**config.mk**
```make
export PLATFORM = sky130hd
export DESIGN_NAME = rgb24_to_yuv420_converter_top
export DESIGN_NICKNAME = d
export VERILOG_FILES = /design/src/hdl/rgb2yuv_pkg.sv /design/src/hdl/rgb2yuv_front.sv /design/src/hdl/rgb2yuv_queue.sv /design/src/hdl/rgb2yuv_back.sv /design/src/hdl/rgb24_to_yuv420_converter_top.sv
export SDC_FILE = /design/constraint.sdc
export NUM_CORES = 1
export LEC_CHECK = 0
export ABC_AREA = 1
export BUFFER_PORTS_ARGS = -buffer_cell sky130_fd_sc_hd__clkbuf_2
export CAP_MARGIN = 20
export CORE_MARGIN = 4
export CORE_UTILIZATION = 31
export DETAILED_ROUTE_END_ITERATION = 12
export PLACE_DENSITY = 0.48
export SKIP_CTS_REPAIR_TIMING = 1
export SYNTH_ARGS = -nofsm -noshare
export SYNTH_HDL_FRONTEND = slang
export SYNTH_SLANG_ARGS = --single-unit
```
**constraint.sdc**
```tcl
create_clock -name clk_i -period 8.5 [get_ports clk_i]
set_input_delay 0.85 -clock clk_i [delete_from_list [all_inputs] [get_ports clk_i]]
set_output_delay 0.85 -clock clk_i [all_outputs]
set_load 0.02 [all_outputs]
```
**src/hdl/rgb2yuv_pkg.sv**
```systemverilog
// Shared types, constants and the sample scaling function of the RGB to YCbCr 4:2:0 converter.
// Depends on nothing; front end, queue, back end, top and testbench use its scoped names.

package rgb2yuv_pkg;

  // Sizes of the config registers and port, the largest frame dimension and the queue depth.
  localparam int CFG_W       = 13;
  localparam int CFG_IDX_W   = 4;
  localparam int MAX_DIM     = 4096;
  localparam int QUEUE_DEPTH = 2;

  // Register indexes of the configuration port.
  localparam logic [CFG_IDX_W-1:0] REG_FRAME_WIDTH  = CFG_IDX_W'(0);
  localparam logic [CFG_IDX_W-1:0] REG_FRAME_HEIGHT = CFG_IDX_W'(1);

  // Reset value of both frame size registers.
  localparam logic [CFG_W-1:0] SIZE_RESET = CFG_W'(256);

  // Smallest frame dimension that the position tracking honors.
  localparam int MIN_DIM = 2;

  // Width of the signed multiply-add sums.
  localparam int SUM_W = 18;
  typedef logic signed [SUM_W-1:0] sum_t;

  // BT.601 studio range coefficients, scaled by 256.
  localparam sum_t Y_R  = sum_t'(66);
  localparam sum_t Y_G  = sum_t'(129);
  localparam sum_t Y_B  = sum_t'(25);
  localparam sum_t CB_R = sum_t'(-38);
  localparam sum_t CB_G = sum_t'(-74);
  localparam sum_t CB_B = sum_t'(112);
  localparam sum_t CR_R = sum_t'(112);
  localparam sum_t CR_G = sum_t'(-94);
  localparam sum_t CR_B = sum_t'(-18);

  localparam sum_t ROUND_HALF = sum_t'(128);
  localparam logic [7:0] LUMA_OFFSET   = 8'd16;
  localparam logic [7:0] CHROMA_OFFSET = 8'd128;

  // One pixel as it travels from the front end to the arithmetic pipeline.
  typedef struct packed {
    logic [7:0] red;
    logic [7:0] green;
    logic [7:0] blue;
    logic       chroma_valid;
    logic       chroma_is_cr;
    logic       frame_end;
  } pix_t;

  // Round, divide by 256 (floor), add the offset and keep eight bits.
  function automatic logic [7:0] scale_sample(sum_t s, logic [7:0] offset);
    sum_t t;
    t = s + ROUND_HALF;
    return t[15:8] + offset;
  endfunction

endpackage

```
**src/hdl/rgb2yuv_front.sv**
```systemverilog
// Front end: configuration registers, raster position tracking and pixel classification.
// Depends on rgb2yuv_pkg for the config indexes, reset values and the pixel struct.

module rgb2yuv_front #(
  parameter int MaxDimension = rgb2yuv_pkg::MAX_DIM
) (
  input  logic                             clk_i,
  input  logic                             rst_ni,
  input  logic                             cfg_valid_i,
  input  logic [rgb2yuv_pkg::CFG_IDX_W-1:0] cfg_index_i,
  input  logic [rgb2yuv_pkg::CFG_W-1:0]     cfg_data_i,
  input  logic                             pix_take_i,
  input  logic [7:0]                       red_i,
  input  logic [7:0]                       green_i,
  input  logic [7:0]                       blue_i,
  output rgb2yuv_pkg::pix_t                pix_o
);

  localparam int CntW  = (MaxDimension > 2) ? $clog2(MaxDimension) : 1;
  localparam int DimW  = $clog2(MaxDimension + 1);
  localparam int SizeW = (DimW > rgb2yuv_pkg::CFG_W) ? DimW : rgb2yuv_pkg::CFG_W;

  logic [rgb2yuv_pkg::CFG_W-1:0] width_q, height_q;
  logic [CntW-1:0]               col_q, col_d, row_q, row_d;
  logic [SizeW-1:0]              eff_w, eff_h;
  logic                          last_col, last_row;

  // Configuration writes; the port is always ready.
  always_ff @(posedge clk_i or negedge rst_ni) begin
    if (!rst_ni) begin
      width_q  <= rgb2yuv_pkg::SIZE_RESET;
      height_q <= rgb2yuv_pkg::SIZE_RESET;
    end else if (cfg_valid_i) begin
      if (cfg_index_i == rgb2yuv_pkg::REG_FRAME_WIDTH) begin
        width_q <= cfg_data_i;
      end
      if (cfg_index_i == rgb2yuv_pkg::REG_FRAME_HEIGHT) begin
        height_q <= cfg_data_i;
      end
    end
  end

  // Saturate the programmed sizes into the supported range.
  always_comb begin
    eff_w = SizeW'(width_q);
    if (width_q < rgb2yuv_pkg::CFG_W'(rgb2yuv_pkg::MIN_DIM)) begin
      eff_w = SizeW'(rgb2yuv_pkg::MIN_DIM);
    end else if (SizeW'(width_q) > SizeW'(MaxDimension)) begin
      eff_w = SizeW'(MaxDimension);
    end
    eff_h = SizeW'(height_q);
    if (height_q < rgb2yuv_pkg::CFG_W'(rgb2yuv_pkg::MIN_DIM)) begin
      eff_h = SizeW'(rgb2yuv_pkg::MIN_DIM);
    end else if (SizeW'(height_q) > SizeW'(MaxDimension)) begin
      eff_h = SizeW'(MaxDimension);
    end
  end

  // A row or frame ends once the position reaches or passes the last one.
  assign last_col = (SizeW'(col_q) + SizeW'(1)) >= eff_w;
  assign last_row = (SizeW'(row_q) + SizeW'(1)) >= eff_h;

  always_comb begin
    col_d = col_q + CntW'(1);
    row_d = row_q;
    if (last_col) begin
      col_d = '0;
      row_d = last_row ? '0 : row_q + CntW'(1);
    end
  end

  always_ff @(posedge clk_i or negedge rst_ni) begin
    if (!rst_ni) begin
      col_q <= '0;
      row_q <= '0;
    end else if (pix_take_i) begin
      col_q <= col_d;
      row_q <= row_d;
    end
  end

  // Classify the pixel: Cb at even/even, Cr at odd/odd, frame end marker.
  always_comb begin
    pix_o.red          = red_i;
    pix_o.green        = green_i;
    pix_o.blue         = blue_i;
    pix_o.chroma_valid = (col_q[0] == row_q[0]);
    pix_o.chroma_is_cr = col_q[0] & row_q[0];
    pix_o.frame_end    = last_col & last_row;
  end

endmodule

```
**src/hdl/rgb2yuv_queue.sv**
```systemverilog
// Short register queue that decouples the front end from the arithmetic pipeline.
// Depends on rgb2yuv_pkg for the pixel struct.

module rgb2yuv_queue #(
  parameter int Depth = rgb2yuv_pkg::QUEUE_DEPTH
) (
  input  logic              clk_i,
  input  logic              rst_ni,
  input  logic              push_i,
  input  rgb2yuv_pkg::pix_t push_data_i,
  output logic              full_o,
  input  logic              pop_i,
  output logic              empty_o,
  output rgb2yuv_pkg::pix_t pop_data_o
);

  localparam int PtrW = (Depth > 1) ? $clog2(Depth) : 1;
  localparam int CntW = $clog2(Depth + 1);

  rgb2yuv_pkg::pix_t entry_q [Depth];
  logic [PtrW-1:0]   wr_ptr_q, rd_ptr_q;
  logic [CntW-1:0]   count_q;

  assign full_o     = (count_q == CntW'(Depth));
  assign empty_o    = (count_q == '0);
  assign pop_data_o = entry_q[rd_ptr_q];

  // Storage needs no reset.
  always_ff @(posedge clk_i) begin
    if (push_i) begin
      entry_q[wr_ptr_q] <= push_data_i;
    end
  end

  // Pointers wrap at the depth; the count tracks occupancy.
  always_ff @(posedge clk_i or negedge rst_ni) begin
    if (!rst_ni) begin
      wr_ptr_q <= '0;
      rd_ptr_q <= '0;
      count_q  <= '0;
    end else begin
      if (push_i) begin
        wr_ptr_q <= (wr_ptr_q == PtrW'(Depth - 1)) ? '0 : wr_ptr_q + PtrW'(1);
      end
      if (pop_i) begin
        rd_ptr_q <= (rd_ptr_q == PtrW'(Depth - 1)) ? '0 : rd_ptr_q + PtrW'(1);
      end
      if (push_i && !pop_i) begin
        count_q <= count_q + CntW'(1);
      end else if (pop_i && !push_i) begin
        count_q <= count_q - CntW'(1);
      end
    end
  end

endmodule

```
**src/hdl/rgb2yuv_back.sv**
```systemverilog
// Back end: two-stage multiply-add pipeline that forms luma and chroma samples.
// Depends on rgb2yuv_pkg for coefficients, the pixel struct and scale_sample.

module rgb2yuv_back (
  input  logic              clk_i,
  input  logic              rst_ni,
  input  logic              pix_valid_i,
  input  rgb2yuv_pkg::pix_t pix_i,
  output logic              pix_take_o,
  output logic              out_valid_o,
  input  logic              out_stall_i,
  output logic [7:0]        luma_o,
  output logic              chroma_valid_o,
  output logic              chroma_is_cr_o,
  output logic [7:0]        chroma_o,
  output logic              frame_end_o
);

  rgb2yuv_pkg::sum_t r_s, g_s, b_s;
  rgb2yuv_pkg::sum_t cr_r, cr_g, cr_b;
  rgb2yuv_pkg::sum_t luma_sum_d, chroma_sum_d;
  rgb2yuv_pkg::sum_t luma_sum_q, chroma_sum_q;
  logic              s1_valid_q, s1_cvalid_q, s1_is_cr_q, s1_end_q;
  logic              s2_valid_q;
  logic              adv1, adv2;

  // Each stage moves when the one after it is empty or moving.
  assign adv2       = !s2_valid_q || !out_stall_i;
  assign adv1       = !s1_valid_q || adv2;
  assign pix_take_o = pix_valid_i && adv1;

  // Stage one: constant multiplies and sums; Cb or Cr coefficients by position.
  always_comb begin
    r_s  = rgb2yuv_pkg::sum_t'({1'b0, pix_i.red});
    g_s  = rgb2yuv_pkg::sum_t'({1'b0, pix_i.green});
    b_s  = rgb2yuv_pkg::sum_t'({1'b0, pix_i.blue});
    cr_r = pix_i.chroma_is_cr ? rgb2yuv_pkg::CR_R : rgb2yuv_pkg::CB_R;
    cr_g = pix_i.chroma_is_cr ? rgb2yuv_pkg::CR_G : rgb2yuv_pkg::CB_G;
    cr_b = pix_i.chroma_is_cr ? rgb2yuv_pkg::CR_B : rgb2yuv_pkg::CB_B;
    luma_sum_d   = r_s * rgb2yuv_pkg::Y_R + g_s * rgb2yuv_pkg::Y_G
                 + b_s * rgb2yuv_pkg::Y_B;
    chroma_sum_d = r_s * cr_r + g_s * cr_g + b_s * cr_b;
  end

  always_ff @(posedge clk_i) begin
    if (pix_take_o) begin
      luma_sum_q   <= luma_sum_d;
      chroma_sum_q <= chroma_sum_d;
      s1_cvalid_q  <= pix_i.chroma_valid;
      s1_is_cr_q   <= pix_i.chroma_is_cr;
      s1_end_q     <= pix_i.frame_end;
    end
  end

  // Stage two: round, shift, offset into the output register.
  always_ff @(posedge clk_i) begin
    if (adv2 && s1_valid_q) begin
      luma_o         <= rgb2yuv_pkg::scale_sample(luma_sum_q, rgb2yuv_pkg::LUMA_OFFSET);
      chroma_valid_o <= s1_cvalid_q;
      chroma_is_cr_o <= s1_cvalid_q & s1_is_cr_q;
      chroma_o       <= s1_cvalid_q
                      ? rgb2yuv_pkg::scale_sample(chroma_sum_q, rgb2yuv_pkg::CHROMA_OFFSET)
                      : 8'd0;
      frame_end_o    <= s1_end_q;
    end
  end

  // Stage occupancy.
  always_ff @(posedge clk_i or negedge rst_ni) begin
    if (!rst_ni) begin
      s1_valid_q <= 1'b0;
      s2_valid_q <= 1'b0;
    end else begin
      if (adv1) begin
        s1_valid_q <= pix_take_o;
      end
      if (adv2) begin
        s2_valid_q <= s1_valid_q;
      end
    end
  end

  assign out_valid_o = s2_valid_q;

endmodule

```
**src/hdl/rgb24_to_yuv420_converter_top.sv**
```systemverilog
// Top level of the RGB to YCbCr 4:2:0 pixel stream converter.
// Depends on rgb2yuv_pkg, rgb2yuv_front, rgb2yuv_queue and rgb2yuv_back.
//
//   Channel  | Handshake              | Beat contents
//   ---------+------------------------+-----------------------------------------------
//   pixel in | in_valid_i / in_stall_o | red_i, green_i, blue_i
//   result   | out_valid_o / out_stall_i | luma_o, chroma_valid_o, chroma_is_cr_o,
//            |                        | chroma_o, frame_end_o
//   config   | cfg_valid_i / cfg_ready_o | cfg_index_i, cfg_data_i
//
// One pixel is taken per clock when nothing stalls; each result passes through the queue
// register, the multiply-add stage and the scaling stage.
// The two-entry queue between position tracking and the multiply-add pipeline sets the
// stall depth: in_stall_o rises only when the queue is full.
// Reset clears the row and column position and sets both frame sizes to 256.
// The config port is always ready; writes take effect on the next pixel.

module rgb24_to_yuv420_converter_top #(
  parameter int MaxDimension = rgb2yuv_pkg::MAX_DIM,
  parameter int QueueDepth   = rgb2yuv_pkg::QUEUE_DEPTH
) (
  input  logic                             clk_i,
  input  logic                             rst_ni,
  input  logic                             cfg_valid_i,
  output logic                             cfg_ready_o,
  input  logic [rgb2yuv_pkg::CFG_IDX_W-1:0] cfg_index_i,
  input  logic [rgb2yuv_pkg::CFG_W-1:0]     cfg_data_i,
  input  logic                             in_valid_i,
  output logic                             in_stall_o,
  input  logic [7:0]                       red_i,
  input  logic [7:0]                       green_i,
  input  logic [7:0]                       blue_i,
  output logic                             out_valid_o,
  input  logic                             out_stall_i,
  output logic [7:0]                       luma_o,
  output logic                             chroma_valid_o,
  output logic                             chroma_is_cr_o,
  output logic [7:0]                       chroma_o,
  output logic                             frame_end_o
);

  rgb2yuv_pkg::pix_t front_pix, queue_pix;
  logic              queue_full, queue_empty, pix_push, pix_pop;

  assign cfg_ready_o = 1'b1;
  assign in_stall_o  = queue_full;
  assign pix_push    = in_valid_i && !queue_full;

  // Position tracking and classification.
  rgb2yuv_front #(
    .MaxDimension(MaxDimension)
  ) u_front (
    .clk_i      (clk_i),
    .rst_ni     (rst_ni),
    .cfg_valid_i(cfg_valid_i),
    .cfg_index_i(cfg_index_i),
    .cfg_data_i (cfg_data_i),
    .pix_take_i (pix_push),
    .red_i      (red_i),
    .green_i    (green_i),
    .blue_i     (blue_i),
    .pix_o      (front_pix)
  );

  // Decoupling queue.
  rgb2yuv_queue #(
    .Depth(QueueDepth)
  ) u_queue (
    .clk_i      (clk_i),
    .rst_ni     (rst_ni),
    .push_i     (pix_push),
    .push_data_i(front_pix),
    .full_o     (queue_full),
    .pop_i      (pix_pop),
    .empty_o    (queue_empty),
    .pop_data_o (queue_pix)
  );

  // Arithmetic pipeline and output register.
  rgb2yuv_back u_back (
    .clk_i         (clk_i),
    .rst_ni        (rst_ni),
    .pix_valid_i   (!queue_empty),
    .pix_i         (queue_pix),
    .pix_take_o    (pix_pop),
    .out_valid_o   (out_valid_o),
    .out_stall_i   (out_stall_i),
    .luma_o        (luma_o),
    .chroma_valid_o(chroma_valid_o),
    .chroma_is_cr_o(chroma_is_cr_o),
    .chroma_o      (chroma_o),
    .frame_end_o   (frame_end_o)
  );

endmodule

```
==> impl_metrics.xml, run 1 <==
<?xml version="1.0" encoding="UTF-8"?>
<metrics>
  <group name="worst_setup_path">
    <metric name="setup.worst_path.class" unit="">reg -&gt; reg</metric>
    <metric name="reg2reg_depth" unit="">22</metric>
    <metric name="crit_path_max_fanout" unit="">24</metric>
    <metric name="cp.required" unit="ps">8730</metric>
    <metric name="cp_cell_sequence" unit="">o21ai_4, inv_1, nor2_1, fa_1, fa_1, inv_1, fa_1, inv_1, fa_1, fa_1, inv_1, fa_1, fa_1, inv_1, ha_1, nand2_1, nor4_1, nand2_1, nand2_1, inv_1, nand2_1, nand2_1</metric>
    <metric name="path_common_cell" unit="">sky130_fd_sc_hd__fa_1</metric>
    <metric name="worst_r2r_startpoint" unit="">u_queue.rd_ptr_q</metric>
    <metric name="number_of_buffers_and_inverters_on_the_critical_path" unit="">6</metric>
    <metric name="critical_path.slowest_cell" unit="">sky130_fd_sc_hd__nor2_1</metric>
    <metric name="setup.worst_path.start_class" unit="">flip-flop</metric>
    <metric name="timing.critical_path.to_type" unit="">flip-flop</metric>
    <metric name="cp_slowest_stage_delay" unit="ps">650</metric>
    <metric name="rrSetupSlack" unit="ps">990</metric>
    <metric name="timing.critical_path.arrival" unit="ps">7740</metric>
    <metric name="r2r-end" unit="">u_back.chroma_sum_q[15]</metric>
    <metric name="critical-path-top-delay-family" unit="">adder cells</metric>
  </group>
  <group name="clock_tree">
    <metric name="cts_max_level" unit="">4</metric>
    <metric name="tritoncts" unit="">built</metric>
    <metric name="cts_sinks" unit="">150</metric>
    <metric name="clock_insertion_delay_worst_skew" unit="ps">480</metric>
    <metric name="worst_setup_hold_path_clk_slew" unit="ps">70</metric>
    <metric name="ctsRootBufferMaster" unit="">sky130_fd_sc_hd__clkbuf_16</metric>
    <metric name="cts.path.max_buffers" unit="">2</metric>
    <metric name="cts-buffers-inserted" unit="">17</metric>
  </group>
  <group name="hold_path">
    <metric name="holdPathEnd" unit="">u_back.frame_end_o</metric>
    <metric name="hp-start" unit="">u_back.s1_end_q</metric>
    <metric name="timing.hold.worst.class" unit="">reg -&gt; reg</metric>
    <metric name="hold_depth" unit="">0</metric>
  </group>
  <group name="timing">
    <metric name="worst_slew_margin_rel" unit="%">35.0</metric>
    <metric name="timing_hold_violations_final" unit="">0</metric>
    <metric name="setup_viol" unit="">0</metric>
    <metric name="worst_slew_pin_slew" unit="ps">965</metric>
    <metric name="fmaxAchievable" unit="MHz">133</metric>
    <metric name="post_route_clock_period_utilization" unit="%">88.3</metric>
    <metric name="unrepaired_setup_endpoints_after_global_routing" unit="">false</metric>
    <metric name="fin_skew" unit="ps">17.8</metric>
    <metric name="setup_tns" unit="ps">0</metric>
    <metric name="final.setup.worst_slack" unit="ps">991</metric>
    <metric name="timing.final.crit_period" unit="ps">7510</metric>
    <metric name="final_max_slew_viol_count" unit="">0</metric>
  </group>
  <group name="synth">
    <metric name="synth_cells" unit="">1677</metric>
    <metric name="synth.cells.most_frequent" unit="">415 x sky130_fd_sc_hd__inv_1, 294 x sky130_fd_sc_hd__nand2_1, 203 x sky130_fd_sc_hd__ha_1</metric>
    <metric name="yosys_register_bits" unit="">150</metric>
    <metric name="yosysMostFrequentCell" unit="">sky130_fd_sc_hd__inv_1</metric>
    <metric name="count_of_warnings_emitted_by_yosys" unit="">0</metric>
    <metric name="syn_area" unit="mm²">0.0151</metric>
    <metric name="post_synth.cell_area_avg" unit="µm²">8.99</metric>
    <metric name="yosysTopAreaCellShare" unit="%">20.6</metric>
    <metric name="synth_enable_flop_cells" unit="">94</metric>
    <metric name="synth_area_leader_cell" unit="">sky130_fd_sc_hd__fa_1</metric>
    <metric name="synth.distinct_cells" unit="">44</metric>
    <metric name="postSynth.asyncResetShare" unit="%">37.3</metric>
    <metric name="synth.area.top_cells" unit="">sky130_fd_sc_hd__fa_1 21%, sky130_fd_sc_hd__edfxtp_1 19%, sky130_fd_sc_hd__ha_1 17%</metric>
    <metric name="ys.flop_type" unit="">sky130_fd_sc_hd__edfxtp_1</metric>
    <metric name="synthesis.nets" unit="">2081</metric>
    <metric name="ys_seq_area_share" unit="%">28.0</metric>
  </group>
  <group name="floorplanning">
    <metric name="fp.dieH" unit="µm">229</metric>
    <metric name="rows" unit="">80</metric>
    <metric name="io-pin-count" unit="">68</metric>
    <metric name="coreArea" unit="mm²">0.0479</metric>
    <metric name="die_area" unit="mm²">0.0522</metric>
    <metric name="die-width" unit="µm">229</metric>
    <metric name="initial_core_util" unit="%">31.5</metric>
  </group>
  <group name="routing">
    <metric name="ant_nets" unit="">0</metric>
    <metric name="drt-wirelength-per-cell" unit="µm">15.6</metric>
    <metric name="dr_total_vias" unit="">10700</metric>
    <metric name="drt-total-wl" unit="mm">37.3</metric>
    <metric name="drt_drc_violations_left" unit="">0</metric>
    <metric name="drt_first_iter_violations" unit="">485</metric>
    <metric name="detail_route.first_pass.iterations" unit="">5</metric>
    <metric name="drt-vias-per-instance" unit="">4.48</metric>
  </group>
  <group name="cells_and_area">
    <metric name="layout-drive-gt1-share" unit="%">8.65</metric>
    <metric name="antenna-diode-count" unit="">0</metric>
    <metric name="multi_input_area" unit="mm²">0.00921</metric>
    <metric name="register_area" unit="mm²">0.00423</metric>
    <metric name="design.final.nets" unit="">2160</metric>
    <metric name="area_overhead_of_the_layout_relative_to_synthesis" unit="%">11.0</metric>
    <metric name="fillers" unit="">5008</metric>
  </group>
  <group name="global_route">
    <metric name="grt_pass1_vias" unit="">11300</metric>
    <metric name="use_met2" unit="%">25.5</metric>
    <metric name="gr-usage-met1" unit="%">18.6</metric>
    <metric name="grt.total_usage" unit="%">15.0</metric>
    <metric name="grt.overflow.total" unit="">0</metric>
    <metric name="grt_max_degree" unit="">57</metric>
    <metric name="antenna_found_initial" unit="">0</metric>
    <metric name="globalRouteMet3Util" unit="%">4.11</metric>
    <metric name="grt_pass1_wl" unit="mm">60.7</metric>
    <metric name="global_route.peak_usage_layer" unit="">met2</metric>
  </group>
  <group name="placement">
    <metric name="port-buffer-count" unit="">66</metric>
    <metric name="post-dp-hpwl" unit="mm">31.6</metric>
    <metric name="gpl_wtd_cong" unit="">0.880</metric>
    <metric name="pre_cts_ws" unit="ps">1070</metric>
  </group>
  <group name="status">
    <metric name="run_status" unit="">completed</metric>
  </group>
  <group name="run">
    <metric name="max_cap_violations" unit="">0</metric>
  </group>
</metrics>
## through the flow
stage | cells | utilization (%) | hold WS, ps | cell area [µm²]
floorplan | 1677 | - | 400 | 15100
global placement | 2352 | 33.8 | 420 | 16200
detailed placement | 2352 | 33.8 | 417 | 16200
CTS | 2384 | 34.9 | 433 | 16700
global route | 2384 | 34.9 | 438 | 16700
finish | 2384 | 34.9 | 429 | 16700
## worst register-to-register path, cell delays in order, from the launching register on
cell                      delay [ps]
sky130_fd_sc_hd__dfrtp_1         590
sky130_fd_sc_hd__o21ai_4         570
sky130_fd_sc_hd__inv_1           550
sky130_fd_sc_hd__nor2_1          650
sky130_fd_sc_hd__fa_1            610
sky130_fd_sc_hd__fa_1            530
sky130_fd_sc_hd__inv_1            50
sky130_fd_sc_hd__fa_1            470
sky130_fd_sc_hd__inv_1            50
sky130_fd_sc_hd__fa_1            470
sky130_fd_sc_hd__fa_1            510
sky130_fd_sc_hd__inv_1            60
sky130_fd_sc_hd__fa_1            500
sky130_fd_sc_hd__fa_1            580
sky130_fd_sc_hd__inv_1            50
sky130_fd_sc_hd__ha_1            340
sky130_fd_sc_hd__nand2_1         110
sky130_fd_sc_hd__nor4_1          270
sky130_fd_sc_hd__nand2_1          90
sky130_fd_sc_hd__nand2_1          80
sky130_fd_sc_hd__inv_1            50
sky130_fd_sc_hd__nand2_1          60
sky130_fd_sc_hd__nand2_1          40
## worst max-delay path by stage
stage	cells after the start	from	endpoint
6_report	22	u_queue.rd_ptr_q	u_back.chroma_sum_q[15]
5_1_grt	24	u_queue.rd_ptr_q	u_back.chroma_sum_q[15]
4_1_cts	23	u_queue.rd_ptr_q	u_back.chroma_sum_q[15]
3_5_place_dp	23	u_queue.rd_ptr_q	u_back.chroma_sum_q[15]
3_3_place_gp	22	u_queue.rd_ptr_q	u_back.chroma_sum_q[15]
2_1_floorplan	25	u_queue.rd_ptr_q	u_back.chroma_sum_q[15]
## cell usage in the layout, fill, tap and decap left out, types with 4 or more instances in the layout
cell / count
sky130_fd_sc_hd__nor3_1: 17
sky130_fd_sc_hd__xnor2_1: 10
sky130_fd_sc_hd__o22ai_1: 9
sky130_fd_sc_hd__buf_4: 12
sky130_fd_sc_hd__nand2_1: 294
sky130_fd_sc_hd__nor4_1: 9
sky130_fd_sc_hd__or2_2: 24
sky130_fd_sc_hd__clkbuf_2: 66
sky130_fd_sc_hd__nand4_1: 21
sky130_fd_sc_hd__nand3_1: 36
sky130_fd_sc_hd__nor2_1: 100
sky130_fd_sc_hd__a21oi_1: 49
sky130_fd_sc_hd__dfrtp_1: 54
sky130_fd_sc_hd__o21ai_2: 4
sky130_fd_sc_hd__nand3b_1: 5
sky130_fd_sc_hd__ha_1: 203
sky130_fd_sc_hd__xor2_1: 40
sky130_fd_sc_hd__inv_6: 8
sky130_fd_sc_hd__a21o_1: 5
sky130_fd_sc_hd__fa_1: 155
sky130_fd_sc_hd__o21ai_0: 80
sky130_fd_sc_hd__clkbuf_16: 17
sky130_fd_sc_hd__edfxtp_1: 94
sky130_fd_sc_hd__inv_1: 415
## layer usage
metal,wire length [µm],vias to the layer above,part of all wire (%)
li1,-,5396,-
met1,16900,5107,45
met2,17900,150,48
met3,1720,34,4.6
met4,745,0,2.0
met5,0,-,0
## area by class of cell
type                            count  share of cell area [%]
Multi-Input combinational cell   1091                    55.0
Sequential cell                   150                    25.3
Inverter                          418                    9.39
Tap cell                          615                    4.60
Clock buffer                       19                    2.59
Timing Repair Buffer               78                    2.51
Clock inverter                     13                   0.650
## registers in the layout, summed over array words and instances, names as in the netlist, 2 cells and up
register	cells
u_queue.entry_q	54
u_front.height_q	13
u_front.width_q	13
u_front.col_q	12
u_front.row_q	12
u_back.chroma_sum_q	9
u_back.luma_sum_q	9
u_back.chroma_o	8
u_back.luma_o	8
u_queue.count_q	2
## cells by family after synthesis
kind of cell	after synthesis	synth area share (%)
other cells	1	0.0249
fa+ha+maj	358	37.4
simple gates	519	14.7
compound gates	163	6.00
xor+xnor	50	2.90
flops	150	28.0
buf+inv	436	11.0
Power of run 1 is not shown: default switching activity piles up to over one toggle a cycle in this logic, so the estimate is an artifact.
==> run 2, diff against run 1 <==
CELL_PAD_IN_SITES_DETAIL_PLACEMENT = 1   (was not set)
CELL_PAD_IN_SITES_GLOBAL_PLACEMENT = 1   (was not set)
PLACE_DENSITY = 0.58   (was 0.48)
==> run 2 against run 1 <==
  * Non-clock buffer count is 6 higher
  * Via count is 3.0% higher
  * Critical path depth is 2 lower
  * Utilization is 0.11 points higher
  * Wire length is 11% higher
  * Clock skew is 1.6 ps lower
  * Sequential share of layout area is 0.079 points lower
  * Sequential cell count stayed put
  * Worst setup slack worse by 67 ps
  * Die area stayed put
  * Critical path type unchanged
==> impl_metrics.xml, run 2 (synthesis results as in run 1) <==
<?xml version="1.0" encoding="UTF-8"?>
<metrics>
  <group name="status">
    <metric name="run_status" unit="">completed</metric>
  </group>
  <group name="timing">
    <metric name="setup_viol" unit="">0</metric>
    <metric name="worst_slew_margin_rel" unit="%">30.0</metric>
    <metric name="fin_skew" unit="ps">16.2</metric>
    <metric name="setup_tns" unit="ps">0</metric>
    <metric name="post_route_clock_period_utilization" unit="%">89.1</metric>
    <metric name="final_max_slew_viol_count" unit="">0</metric>
    <metric name="fmaxAchievable" unit="MHz">132</metric>
    <metric name="timing.final.crit_period" unit="ps">7580</metric>
    <metric name="timing_hold_violations_final" unit="">0</metric>
    <metric name="final.setup.worst_slack" unit="ps">924</metric>
    <metric name="unrepaired_setup_endpoints_after_global_routing" unit="">false</metric>
    <metric name="worst_slew_pin_slew" unit="ps">1040</metric>
  </group>
  <group name="clock_tree">
    <metric name="clock_insertion_delay_worst_skew" unit="ps">470</metric>
    <metric name="tritoncts" unit="">built</metric>
    <metric name="cts_max_level" unit="">4</metric>
    <metric name="ctsRootBufferMaster" unit="">sky130_fd_sc_hd__clkbuf_16</metric>
    <metric name="cts-buffers-inserted" unit="">17</metric>
    <metric name="worst_setup_hold_path_clk_slew" unit="ps">70</metric>
    <metric name="cts.path.max_buffers" unit="">2</metric>
    <metric name="cts_sinks" unit="">150</metric>
  </group>
  <group name="floorplanning">
    <metric name="die-width" unit="µm">229</metric>
    <metric name="io-pin-count" unit="">68</metric>
    <metric name="initial_core_util" unit="%">31.5</metric>
    <metric name="fp.dieH" unit="µm">229</metric>
    <metric name="rows" unit="">80</metric>
    <metric name="die_area" unit="mm²">0.0522</metric>
    <metric name="coreArea" unit="mm²">0.0479</metric>
  </group>
  <group name="cells_and_area">
    <metric name="area_overhead_of_the_layout_relative_to_synthesis" unit="%">11.3</metric>
    <metric name="design.final.nets" unit="">2166</metric>
    <metric name="antenna-diode-count" unit="">0</metric>
    <metric name="mostFrequentLayoutCells" unit="">415 x sky130_fd_sc_hd__inv_1, 294 x sky130_fd_sc_hd__nand2_1, 203 x sky130_fd_sc_hd__ha_1, 155 x sky130_fd_sc_hd__fa_1, 100 x sky130_fd_sc_hd__nor2_1</metric>
    <metric name="fillers" unit="">5607</metric>
    <metric name="leading_cell_type_in_the_layout_fill_and_taps_excluded" unit="">sky130_fd_sc_hd__inv_1</metric>
    <metric name="leading_registers_by_flop_count" unit="">u_queue.entry_q x54, u_front.height_q x13, u_front.width_q x13</metric>
    <metric name="layout-drive-gt1-share" unit="%">8.96</metric>
    <metric name="max_flop_register" unit="">u_queue.entry_q</metric>
    <metric name="largest_register_ff_count" unit="">54</metric>
  </group>
  <group name="placement">
    <metric name="gpl_wtd_cong" unit="">0.869</metric>
    <metric name="port-buffer-count" unit="">66</metric>
    <metric name="post-dp-hpwl" unit="mm">34.8</metric>
    <metric name="pre_cts_ws" unit="ps">921</metric>
  </group>
  <group name="worst_setup_path">
    <metric name="timing.critical_path.to_type" unit="">flip-flop</metric>
    <metric name="crit_path_max_fanout" unit="">24</metric>
    <metric name="timing.critical_path.arrival" unit="ps">7790</metric>
    <metric name="setup.worst_path.class" unit="">reg -&gt; reg</metric>
    <metric name="cp.required" unit="ps">8710</metric>
    <metric name="setup.worst_path.start_class" unit="">flip-flop</metric>
  </group>
  <group name="routing">
    <metric name="drt-vias-per-instance" unit="">4.61</metric>
    <metric name="drt-total-wl" unit="mm">41.2</metric>
    <metric name="drt_drc_violations_left" unit="">0</metric>
    <metric name="drt_first_iter_violations" unit="">413</metric>
    <metric name="dr_total_vias" unit="">11000</metric>
    <metric name="ant_nets" unit="">0</metric>
    <metric name="drt-wirelength-per-cell" unit="µm">17.3</metric>
    <metric name="detail_route.first_pass.iterations" unit="">5</metric>
  </group>
  <group name="global_route">
    <metric name="grt.total_usage" unit="%">16.6</metric>
    <metric name="grt_max_degree" unit="">57</metric>
    <metric name="grt.overflow.total" unit="">0</metric>
    <metric name="grt_pass1_wl" unit="mm">67.1</metric>
    <metric name="grt_pass1_vias" unit="">12500</metric>
    <metric name="antenna_found_initial" unit="">0</metric>
  </group>
  <group name="hold_path">
    <metric name="timing.hold.worst.class" unit="">reg -&gt; reg</metric>
  </group>
  <group name="run">
    <metric name="max_cap_violations" unit="">0</metric>
  </group>
</metrics>
-- run 2: cell count changes in the layout (fill, tap and decap cells not counted) --
cell and change:
sky130_fd_sc_hd__inv_6 -2, sky130_fd_sc_hd__inv_8 -1, sky130_fd_sc_hd__buf_4 +6, sky130_fd_sc_hd__clkinv_8 +1, sky130_fd_sc_hd__inv_4 -1, sky130_fd_sc_hd__clkinv_4 +3
-- run 2: layer usage --
layer  GRT usage (%)  up-vias  share of wire (%)
li1                -     5402                  -
met1            19.3     5440                 42
met2            31.1      125                 53
met3            3.02       45                2.9
met4            4.40        0                2.1
met5               0        -                  0
-- run 2: cell type report --
class	count	area (µm²)	share of cell area, %
Clock buffer	19	433	2.58
Inverter	418	1570	9.36
Sequential cell	150	4230	25.2
Tap cell	615	769	4.58
Multi-Input combinational cell	1091	9210	54.8
Timing Repair Buffer	84	465	2.77
Clock inverter	13	116	0.693
-- run 2: critical path, stage by stage (launching register included) --
cell                      delay (ps)
sky130_fd_sc_hd__dfrtp_1         580
sky130_fd_sc_hd__o21ai_4         580
sky130_fd_sc_hd__inv_1           520
sky130_fd_sc_hd__nor2_1          550
sky130_fd_sc_hd__fa_1            660
sky130_fd_sc_hd__inv_1           180
sky130_fd_sc_hd__fa_1            450
sky130_fd_sc_hd__fa_1            500
sky130_fd_sc_hd__inv_1            50
sky130_fd_sc_hd__fa_1            500
sky130_fd_sc_hd__inv_1            50
sky130_fd_sc_hd__fa_1            460
sky130_fd_sc_hd__fa_1            510
sky130_fd_sc_hd__fa_1            540
sky130_fd_sc_hd__inv_1            40
sky130_fd_sc_hd__ha_1            350
sky130_fd_sc_hd__a21oi_1         240
sky130_fd_sc_hd__o21ai_0         130
sky130_fd_sc_hd__a31oi_1         160
sky130_fd_sc_hd__nand2_1          90
sky130_fd_sc_hd__xor2_1          150
-- run 2: final timing paths --
kind / start / to / slack [ps] / cells past startpoint
setup / recovery: u_queue.rd_ptr_q / u_back.chroma_sum_q[13] / 920 / 20
hold / removal: u_back.s1_end_q / u_back.frame_end_o / 420 / 0
setup reg to reg: u_queue.rd_ptr_q / u_back.chroma_sum_q[13] / 920 / 20
hold reg to reg: u_back.s1_end_q / u_back.frame_end_o / 420 / 0
max in group asynchronous: rst_ni / u_front.row_q[3] / 7450 / 2
min in group asynchronous: rst_ni / u_front.col_q[8] / 530 / 2
-- run 2: per-stage QoR --
stage          area, µm²  hold slack [ps]  util [%]  cells
2_1_floorplan      15100              400         -   1677
3_3_place_gp       16200              405      33.9   2358
3_5_place_dp       16200              408      33.9   2358
4_1_cts            16800              425      35.0   2390
5_1_grt            16800              459      35.0   2390
6_report           16800              424      35.0   2390
Power of run 2 is left out for the same reason.
==> run 3, diff against run 2 <==
BUFFER_PORTS_ARGS = -buffer_cell sky130_fd_sc_hd__buf_4   (was -buffer_cell sky130_fd_sc_hd__clkbuf_2)
==> run 3 against run 2 <==
  * Non-clock buffer count down 3
  * Via count down 0.90%
  * Utilization up 0.43 points
  * Final area up 1.2%
  * Cell count down 0.13%
  * Register-to-register slack better by 30 ps
  * Clock-buffer cell count down 2
  * Critical path depth up 3
  * Critical endpoint is now u_back.chroma_sum_q[15]
  * Largest cell class unchanged
==> impl_metrics.xml, run 3 (synthesis results as in run 1) <==
<?xml version="1.0" encoding="UTF-8"?>
<metrics>
  <group name="worst_setup_path">
    <metric name="setup.worst_path.start_class" unit="">flip-flop</metric>
    <metric name="setup.worst_path.class" unit="">reg -&gt; reg</metric>
    <metric name="timing.critical_path.to_type" unit="">flip-flop</metric>
    <metric name="critical-path-top-delay-family" unit="">adder cells</metric>
    <metric name="cp_slowest_stage_delay" unit="ps">650</metric>
    <metric name="critical_path.slowest_cell" unit="">sky130_fd_sc_hd__fa_1</metric>
    <metric name="number_of_buffers_and_inverters_on_the_critical_path" unit="">5</metric>
    <metric name="cp.required" unit="ps">8740</metric>
    <metric name="cp_cell_sequence" unit="">o21ai_4, inv_1, nor2_1, fa_1, inv_1, fa_1, fa_1, inv_1, fa_1, inv_1, fa_1, fa_1, fa_1, inv_1, ha_1, a21oi_1, nor2_1, nor2_1, nand2_1, a21oi_1, nand2_1, nand3_1, nand2_1</metric>
    <metric name="timing.critical_path.arrival" unit="ps">7790</metric>
    <metric name="worst_r2r_startpoint" unit="">u_queue.rd_ptr_q</metric>
    <metric name="crit_path_max_fanout" unit="">24</metric>
    <metric name="rrSetupSlack" unit="ps">950</metric>
    <metric name="r2r-end" unit="">u_back.chroma_sum_q[15]</metric>
    <metric name="path_common_cell" unit="">sky130_fd_sc_hd__fa_1</metric>
    <metric name="reg2reg_depth" unit="">23</metric>
  </group>
  <group name="placement">
    <metric name="gpl_wtd_cong" unit="">0.858</metric>
    <metric name="port-buffer-count" unit="">66</metric>
    <metric name="placedInstanceArea" unit="mm²">0.0164</metric>
    <metric name="post-dp-hpwl" unit="mm">34.8</metric>
  </group>
  <group name="cells_and_area">
    <metric name="antenna-diode-count" unit="">0</metric>
    <metric name="final_util" unit="%">35.4</metric>
    <metric name="area_overhead_of_the_layout_relative_to_synthesis" unit="%">12.7</metric>
    <metric name="layout-drive-gt1-share" unit="%">8.92</metric>
    <metric name="max_flop_register" unit="">u_queue.entry_q</metric>
    <metric name="mostFrequentLayoutCells" unit="">415 x sky130_fd_sc_hd__inv_1, 294 x sky130_fd_sc_hd__nand2_1, 203 x sky130_fd_sc_hd__ha_1, 155 x sky130_fd_sc_hd__fa_1, 100 x sky130_fd_sc_hd__nor2_1</metric>
    <metric name="largest_register_ff_count" unit="">54</metric>
    <metric name="leading_cell_type_in_the_layout_fill_and_taps_excluded" unit="">sky130_fd_sc_hd__inv_1</metric>
    <metric name="design.final.nets" unit="">2163</metric>
    <metric name="postLayoutCellArea" unit="mm²">0.0170</metric>
    <metric name="leading_registers_by_flop_count" unit="">u_queue.entry_q x54, u_front.height_q x13, u_front.width_q x13</metric>
  </group>
  <group name="timing">
    <metric name="final_max_slew_viol_count" unit="">0</metric>
    <metric name="post_route_clock_period_utilization" unit="%">88.8</metric>
    <metric name="fin_skew" unit="ps">16.5</metric>
    <metric name="setup_viol" unit="">0</metric>
    <metric name="worst_slew_pin_slew" unit="ps">1040</metric>
    <metric name="fmaxAchievable" unit="MHz">132</metric>
    <metric name="whs" unit="ps">426</metric>
    <metric name="setup_tns" unit="ps">0</metric>
    <metric name="timing.final.crit_period" unit="ps">7550</metric>
    <metric name="unrepaired_setup_endpoints_after_global_routing" unit="">false</metric>
    <metric name="timing_hold_violations_final" unit="">0</metric>
    <metric name="worst_slew_margin_rel" unit="%">30.0</metric>
  </group>
  <group name="clock_tree">
    <metric name="worst_setup_hold_path_clk_slew" unit="ps">80</metric>
    <metric name="cts_sinks" unit="">150</metric>
    <metric name="ctsRootBufferMaster" unit="">sky130_fd_sc_hd__clkbuf_16</metric>
    <metric name="tritoncts" unit="">built</metric>
    <metric name="clock_insertion_delay_worst_skew" unit="ps">490</metric>
    <metric name="cts.path.max_buffers" unit="">2</metric>
    <metric name="cts_max_level" unit="">4</metric>
    <metric name="cts-buffers-inserted" unit="">17</metric>
  </group>
  <group name="floorplanning">
    <metric name="io-pin-count" unit="">68</metric>
    <metric name="die_area" unit="mm²">0.0522</metric>
    <metric name="fp.dieH" unit="µm">229</metric>
    <metric name="initial_core_util" unit="%">31.5</metric>
    <metric name="rows" unit="">80</metric>
    <metric name="die-width" unit="µm">229</metric>
    <metric name="coreArea" unit="mm²">0.0479</metric>
  </group>
  <group name="routing">
    <metric name="detail_route.first_pass.iterations" unit="">4</metric>
    <metric name="drt-total-wl" unit="mm">41.3</metric>
    <metric name="ant_nets" unit="">0</metric>
    <metric name="drt-wirelength-per-cell" unit="µm">17.3</metric>
    <metric name="drt_first_iter_violations" unit="">391</metric>
    <metric name="drt_drc_violations_left" unit="">0</metric>
    <metric name="dr_total_vias" unit="">10900</metric>
    <metric name="drt-vias-per-instance" unit="">4.57</metric>
  </group>
  <group name="hold_path">
    <metric name="timing.hold.worst.class" unit="">in -&gt; async</metric>
  </group>
  <group name="global_route">
    <metric name="grt_pass1_wl" unit="mm">67.0</metric>
    <metric name="grt_max_degree" unit="">57</metric>
    <metric name="antenna_found_initial" unit="">0</metric>
    <metric name="grt.total_usage" unit="%">16.6</metric>
    <metric name="grt.overflow.total" unit="">0</metric>
    <metric name="grt_pass1_vias" unit="">12500</metric>
  </group>
  <group name="run">
    <metric name="max_cap_violations" unit="">0</metric>
  </group>
  <group name="status">
    <metric name="run_status" unit="">completed</metric>
  </group>
</metrics>
==> run 3: metrics by stage <==
stage               std cells  setup WS (ps)
CTS                      2387            925
global route             2387            448
global placement         2355           1090
detailed placement       2355            951
finish                   2387            951
floorplan                1677           2040
==> run 3: worst reg2reg max path: cells and delay by family, from the launching register on <==
family / cells / cell delay [ps]
adders and majority gates: 8 / 3970
and+or+nand+nor: 7 / 980
AOI/OAI and AO/OA: 3 / 920
buffers and inverters: 5 / 870
DFF: 1 / 570
==> run 3: worst max path at each step <==
stage                     start                 endpoint  cells past startpoint
6_report       u_queue.rd_ptr_q  u_back.chroma_sum_q[15]                     23
5_1_grt        u_queue.rd_ptr_q  u_back.chroma_sum_q[15]                     23
4_1_cts        u_queue.rd_ptr_q  u_back.chroma_sum_q[15]                     23
3_5_place_dp   u_queue.rd_ptr_q  u_back.chroma_sum_q[15]                     23
3_3_place_gp   u_queue.rd_ptr_q  u_back.chroma_sum_q[14]                     21
2_1_floorplan  u_queue.rd_ptr_q  u_back.chroma_sum_q[15]                     25
==> run 3: per-layer routing <==
layer / vias to the layer above / global-route usage (%) / share of wire [%]
met5: - / 0 / 0
met4: 0 / 5.13 / 2.4
met3: 43 / 3.23 / 2.8
met2: 116 / 30.9 / 53
met1: 5359 / 19.2 / 42
li1: 5395 / - / -
==> run 3: layout make-up <==
| class | count | area, µm² |
|---|---|---|
| timing repair buffer | 81 | 608 |
| clock inverter | 15 | 189 |
| tap | 615 | 769 |
| inverter | 418 | 1570 |
| sequential | 150 | 4230 |
| multi-input combinational | 1091 | 9210 |
| fill | 5547 | 30900 |
| clock buffer | 17 | 425 |
Power of run 3 is left out for the same reason.
